File: config.mk
export PLATFORM = sky130hd
export DESIGN_NAME = bps_cell
export DESIGN_NICKNAME = d
export VERILOG_FILES = /design/src/rtl/bps_pkg.sv /design/src/rtl/bps_cell.sv
export SDC_FILE = /design/constraint.sdc
export NUM_CORES = 1
export LEC_CHECK = 0
export ABC_CLOCK_PERIOD_IN_PS = 3000
export BUFFER_PORTS_ARGS = -buffer_cell sky130_fd_sc_hd__buf_4
export CAP_MARGIN = 20
export CORE_MARGIN = 2
export CORE_UTILIZATION = 45
export CTS_CLUSTER_SIZE = 12
export DETAILED_ROUTE_END_ITERATION = 16
export GPL_TIMING_DRIVEN = 0
export PLACE_DENSITY = 0.82
export SLEW_MARGIN = 25
export SYNTH_ARGS = -nofsm -noshare
export SYNTH_HDL_FRONTEND = slang
export SYNTH_SLANG_ARGS = --single-unit
File: constraint.sdc
create_clock -name aclk -period 3 [get_ports aclk]
set_clock_uncertainty 0.2 [all_clocks]
set_input_delay 0.3 -clock aclk [delete_from_list [all_inputs] [get_ports aclk]]
set_output_delay 0.3 -clock aclk [all_outputs]
set_load 0.02 [all_outputs]
File: src/rtl/bps_pkg.sv
// ----------------------------------------------------------------------------
// bps_pkg
// Shared types and constants for the block pattern search core.
// ----------------------------------------------------------------------------
`default_nettype none

package bps_pkg;

    localparam int BLOCK_BYTES = 512;
    localparam int PATTERN_MAX = 512;
    localparam int NUM_CELLS   = BLOCK_BYTES;
    localparam int IDX_W       = 9;
    localparam int LEN_W       = 10;
    localparam int BYTE_W      = 8;
    localparam int NUM_GROUPS  = 16;
    localparam int GROUP_SIZE  = NUM_CELLS / NUM_GROUPS;
    localparam int S_TDATA_W   = 24;
    localparam int M_TDATA_W   = 16;

    localparam logic REQ_LOAD = 1'b0;
    localparam logic REQ_DATA = 1'b1;

    typedef enum logic [0:0] {
        CFG_PATTERN_LENGTH = 1'b0,
        CFG_NEGATE_MODE    = 1'b1
    } cfg_idx_t;

    typedef enum logic [1:0] {
        SPEC_NORMAL   = 2'd0,
        SPEC_LEN_ZERO = 2'd1,
        SPEC_LEN_OVER = 2'd2
    } spec_t;

    typedef struct packed {
        logic              data_en;
        logic              block_end;
        logic              load_en;
        logic              adv;
        logic              len_ok;
        logic              judge_en;
        logic              negate;
        logic [IDX_W-1:0]  len_m1;
        logic [IDX_W-1:0]  load_idx;
        logic [BYTE_W-1:0] data_byte;
    } cell_ctrl_t;

endpackage

`default_nettype wire

File: src/rtl/bps_cell.sv
// ----------------------------------------------------------------------------
// bps_cell
// One comparator cell: holds one pattern byte and the prefix flag of the
// window currently sitting at this pattern position.
// ----------------------------------------------------------------------------
`default_nettype none

module bps_cell (
    input  wire logic                       aclk,
    input  wire logic                       aresetn,
    input  wire logic [bps_pkg::IDX_W-1:0]  cell_index,
    input  wire bps_pkg::cell_ctrl_t        ctrl,
    input  wire logic                       flag_in,
    output logic                            flag_out,
    output logic                            hit_out
);

    logic [bps_pkg::BYTE_W-1:0] pattern_reg;
    logic                       flag_reg;
    logic                       flag_next;
    logic                       hit_reg;
    logic                       hit_next;
    logic                       active;
    logic                       judge;

    always_comb begin
        active    = ctrl.len_ok && (cell_index <= ctrl.len_m1);
        flag_next = active ? (flag_in && (ctrl.data_byte == pattern_reg)) : flag_in;
        judge     = ctrl.judge_en && (cell_index == ctrl.len_m1);
        hit_next  = ctrl.data_en && judge && (flag_next ^ ctrl.negate);
    end

    always_ff @(posedge aclk) begin
        if (ctrl.load_en && (ctrl.load_idx == cell_index)) begin
            pattern_reg <= ctrl.data_byte;
        end
    end

    always_ff @(posedge aclk) begin
        if (!aresetn) begin
            flag_reg <= 1'b0;
            hit_reg  <= 1'b0;
        end else begin
            if (ctrl.data_en) begin
                flag_reg <= ctrl.block_end ? 1'b0 : flag_next;
            end
            if (ctrl.adv) begin
                hit_reg <= hit_next;
            end
        end
    end

    assign flag_out = flag_reg;
    assign hit_out  = hit_reg;

endmodule

`default_nettype wire

---- Word level (Yosys, flattened, before mapping) ----
Cells that the tools add are included.
cells by class
  order comparisons ....................... 1
  multiplexer cells ....................... 2
  reduce and logical (&&, ||, !) cells .... 6
  bitwise logic cells ..................... 1
  eq/ne operators ......................... 3
operators with widths
  operator                        count
  equality test 9 bit             2
  less-or-equal comparator 9 bit  1
  equality test 8 bit             1
  logical AND 1 bit               6
  2-to-1 mux 1 bit                2
  bitwise XOR 1 bit               1
storage, ports and cells
  bits in registers ....................... 10
  output and inout bits ................... 2

---- Depth between registers and ports, before layout ----
  word-level depth ........................ 5
  depth in mapped cells ................... 7
  depth with buffers taken out ............ 7

---- Worst setup path before layout ----
Ideal clock, no wire load.
  path type ............................... in2reg
  start point ............................. input ctrl[10] in the netlist's numbering
  end point ............................... register pattern_reg[0] in the netlist's numbering, enable pin
  arrival ................................. 1,187 ps
  path slack .............................. 1,230 ps
  cell stages on the path ................. 3
  library setup time ...................... 383 ps
  required time ........................... 2,417 ps
  cell sequence ........................... xnor2_1 -> nand4_1 -> nor3_1
on the way
  cells in the longest elaborated chain, start to end .. 2
ends and longest elaborated chain
  item                  line            source
  from (decl)           bps_cell.sv:12  input wire bps_pkg::cell_ctrl_t ctrl,
  equality test 9 bit   bps_cell.sv:34  if (ctrl.load_en && (ctrl.load_idx == cell_index)) begin
  logical AND 1 bit     bps_cell.sv:34
  to (signal assigned)  bps_cell.sv:35  pattern_reg <= ctrl.data_byte;
  to (decl)             bps_cell.sv:18  logic [bps_pkg::BYTE_W-1:0] pattern_reg;
No other way between the ends.
A chain may end at the register's enable or synchronous reset.

---- Worst setup path in the final report ----
  start point ............................. register pattern_reg[2] in the netlist's numbering
  end point ............................... register flag_reg, in the netlist flag_out
on the way
  cells in the longest elaborated chain, start to end .. 4
ends and longest elaborated chain
  item                  line            source
  equality test 8 bit   bps_cell.sv:28  flag_next = active ? (flag_in && (ctrl.data_byte == pattern_reg)) : flag_in;
  logical AND 1 bit     bps_cell.sv:28
  2-to-1 mux 1 bit      bps_cell.sv:28
  2-to-1 mux 1 bit      bps_cell.sv:45  flag_reg <= ctrl.block_end ? 1'b0 : flag_next;
  to (signal assigned)  bps_cell.sv:45
  to (decl)             bps_cell.sv:19  logic flag_reg;
No other way between the ends.

==> flow_summary.yaml <==
global_routing:
  grt_pass1_vias: 780
  grt.overflow.total: 0
  grt_pass1_wl_um: 3029
  number_of_antenna_violations_at_the_first_check_in_global_routing: 0
  grt_max_degree: 9
  track_usage: 0.1946
cts:
  root_buffer: "clkbuf_4"
  cts_max_path_buffers: 2
  clock-sinks: 10
  tritoncts: "done"
  cts_resized: 0
  numCtsBuffers: 3
  worstSkewPairLatency_ns: 0.26
  clk_transition_reported_paths_ns: 0.07
  clock_tree.htree_level_count: 1
  cts_hold_buffers: 0
  post_cts_buffers: 0
power_and_ir_drop:
  leakage_nw: 0.5761
  vdd.ir_drop.worst_mv: 0.1639
  post-layout-total-power_uw: 352.6
  power_density_mw_per_mm2: 286.7
synthesis:
  syn-mean-instance-area_sq_um: 10.41
  netlist.area_leader.share: 0.2922
  mappedNetlistArea_sq_um: 822.0
  post_synth_edffs: 8
  post_synth_main_area_contributors: "edfxtp_1, ha_1, xnor2_1"
  synth_nets: 133
  post_synth_mux_area_share: 0.01826
  yosysWarnings: 0
  synth_sequential_area_ratio: 0.3409
  ys_seq_elements: 10
  synthDominantAreaCellType: "edfxtp_1"
  postSynth.asyncResetShare: 0
  synthDistinctLibCells: 29
  syn-instance-count: 79
  synth_compound_gate_area_share: 0.06240
  yosys.area_share.xor_xnor: 0.1811
  synthSimpleGateAreaFrac: 0.2192
  synth_top_family_by_area: "simple AND/OR/NAND/NOR gates"
  dominantRegCellSynth: "edfxtp_1"
  netlist_top_cells_count: "ha_1, inv_1, xnor2_1"
  post_synth_fa_ha_maj_area_fraction: 0.1370
sta:
  finalCriticalPeriod_ns: 1.689
  final-hold-violation-count: 0
  tightest_slew_ns: 0.5931
  maxSlewViolCount: 0
  fmaxAchievable_mhz: 592.1
  rsz0062_at_grt: "false"
  rel_slew_slack: 0.6024
  fin_tns_setup_ns: 0
  timing.final.crit_share: 0.5630
  worst_hold_slack_ns: 0.02386
  final-setup-viol-count: 0
placed_design:
  dp.final_hpwl_um: 1679
  port_buffers: 46
  gp_weighted_congestion: 0.6774
  placed_area_sq_mm: 0.001199
cells_and_area:
  area_growth_pct: 49.62
  fill_cells: 151
  drive_above_1_share: 0.4341
  sequential_cell_area_in_the_final_layout_sq_um: 280.3
  net_count_of_the_finished_layout: 184
  footprint_of_the_multi_input_gates_sq_um: 513.0
  largest_register_ff_count: 8
  diode_count: 0
  layout.cell_area.non_filler_sq_mm: 0.001230
die:
  dieWidth_um: 46.74
  die_area_sq_mm: 0.002185
  die_height_um: 46.74
  placementRows: 15
  initial_utilization: 0.4761
  io_pins: 47
  core-area_sq_mm: 0.001727
worst_hold_path:
  hp-class: "input port to flop"
route:
  drt_drc_violations_left: 0
  detail_route.wl_per_cell_um: 11.95
  totalWireLength_um: 1840
  first_pass_iters: 4
  vias: 776
  residual_antenna_violating_net_count_after_detailed_routing: 0
  viasPerCell: 5.039
  drtIter0Drc: 3
worst_setup_path:
  criticalPathCategory: "flop to flop"
  worst-path-max-fanout: 2
  path_buf_inv: 0
  worst_ep_required_time_ns: 2.97
  cpMaxStageDelayCell: "edfxtp_1"
  critical-path-max-stage-delay_ns: 0.38
  cp_cell_sequence: "xor2_1, nor4_1, nand2_1, and3_1, a22oi_1"
  timing.critical_path.from_type: "flop"
  critPathTopFamily: "simple AND/OR/NAND/NOR gates"
  cp_data_arrival_time_ns: 1.66
  end_kind: "flop"
status:
  status: "finished clean"
flow_run:
  max_cap_viol_count: 0
==> per-stage QoR <==
step	instances	utilization	setup slack, ns
6_report	154	0.7123	1.311
3_3_place_gp	150	0.6942	0.8536
5_1_grt	154	0.7123	1.193
3_5_place_dp	150	0.6942	0.8102
4_1_cts	154	0.7094	1.077
2_1_floorplan	79	-	1.230
==> where the power goes <==
part | internal [mW] | switching (mW) | total, mW | leakage, nW
sequential | 0.150 | 0.000313 | 0.150 | 0.0881
clock | 0.0480 | 0.0481 | 0.0961 | 0.0154
combinational | 0.0637 | 0.0425 | 0.106 | 0.473
==> kinds of logic (layout without fill, tap and decap cells) <==
logic type / count (synthesis) / in the layout
flip-flops: 10 / 10
multiplexers: 1 / 1
AO/OA/AOI/OAI: 8 / 8
adder cells (fa/ha/maj): 9 / 9
buffers and inverters: 9 / 59
AND/OR/NAND/NOR: 25 / 25
XOR/XNOR: 17 / 17
==> path summary, 6_finish.rpt <==
kind | start | end | slack [ns] | depth (start not counted)
setup / recovery | pattern_reg[2] | flag_out | 1.31 | 5
hold / removal | ctrl[1] | pattern_reg[1] | 0.02 | 1
setup reg to reg | pattern_reg[2] | flag_out | 1.31 | 5
hold reg to reg | hit_out | hit_out | 0.30 | 2
==> cells in the final DEF (no fill, tap or decap) <==
cell type	instances
nand3_1	2
ha_1	9
a21oi_1	1
xnor2_1	9
nor4_1	2
nor3_2	1
or3_2	1
nand2_1	3
clkbuf_4	3
buf_4	46
nor4_4	1
nand4b_1	1
o21bai_1	1
nand4_2	1
nor2b_1	2
dfxtp_1	2
xor2_1	8
nor2_1	1
and3_1	1
o21ai_0	2
nand3b_1	3
inv_1	9
edfxtp_1	8
clkinv_1	1
a211oi_1	1
mux2_4	1
a22oi_1	1
nor3b_1	1
nand3_2	2
nand4_1	3
o31ai_1	1
a31oi_1	1
==> routing by layer <==
layer | GRT usage | vias to the layer above | wire length (um)
li1 | - | 384 | -
met1 | 0.2148 | 350 | 698
met2 | 0.3778 | 40 | 977
met3 | 0.03462 | 2 | 155
met4 | 0.05556 | 0 | 8
met5 | 0 | - | 0
==> final cells by class <==
class                           count  area share
Tap cell                           25     0.02543
Timing Repair Buffer               46      0.2808
Clock inverter                      1    0.003052
Multi-Input combinational cell     60      0.4171
Sequential cell                    10      0.2279
Inverter                            9     0.02747
Clock buffer                        3     0.01831
(Power assumes the default switching activity.)
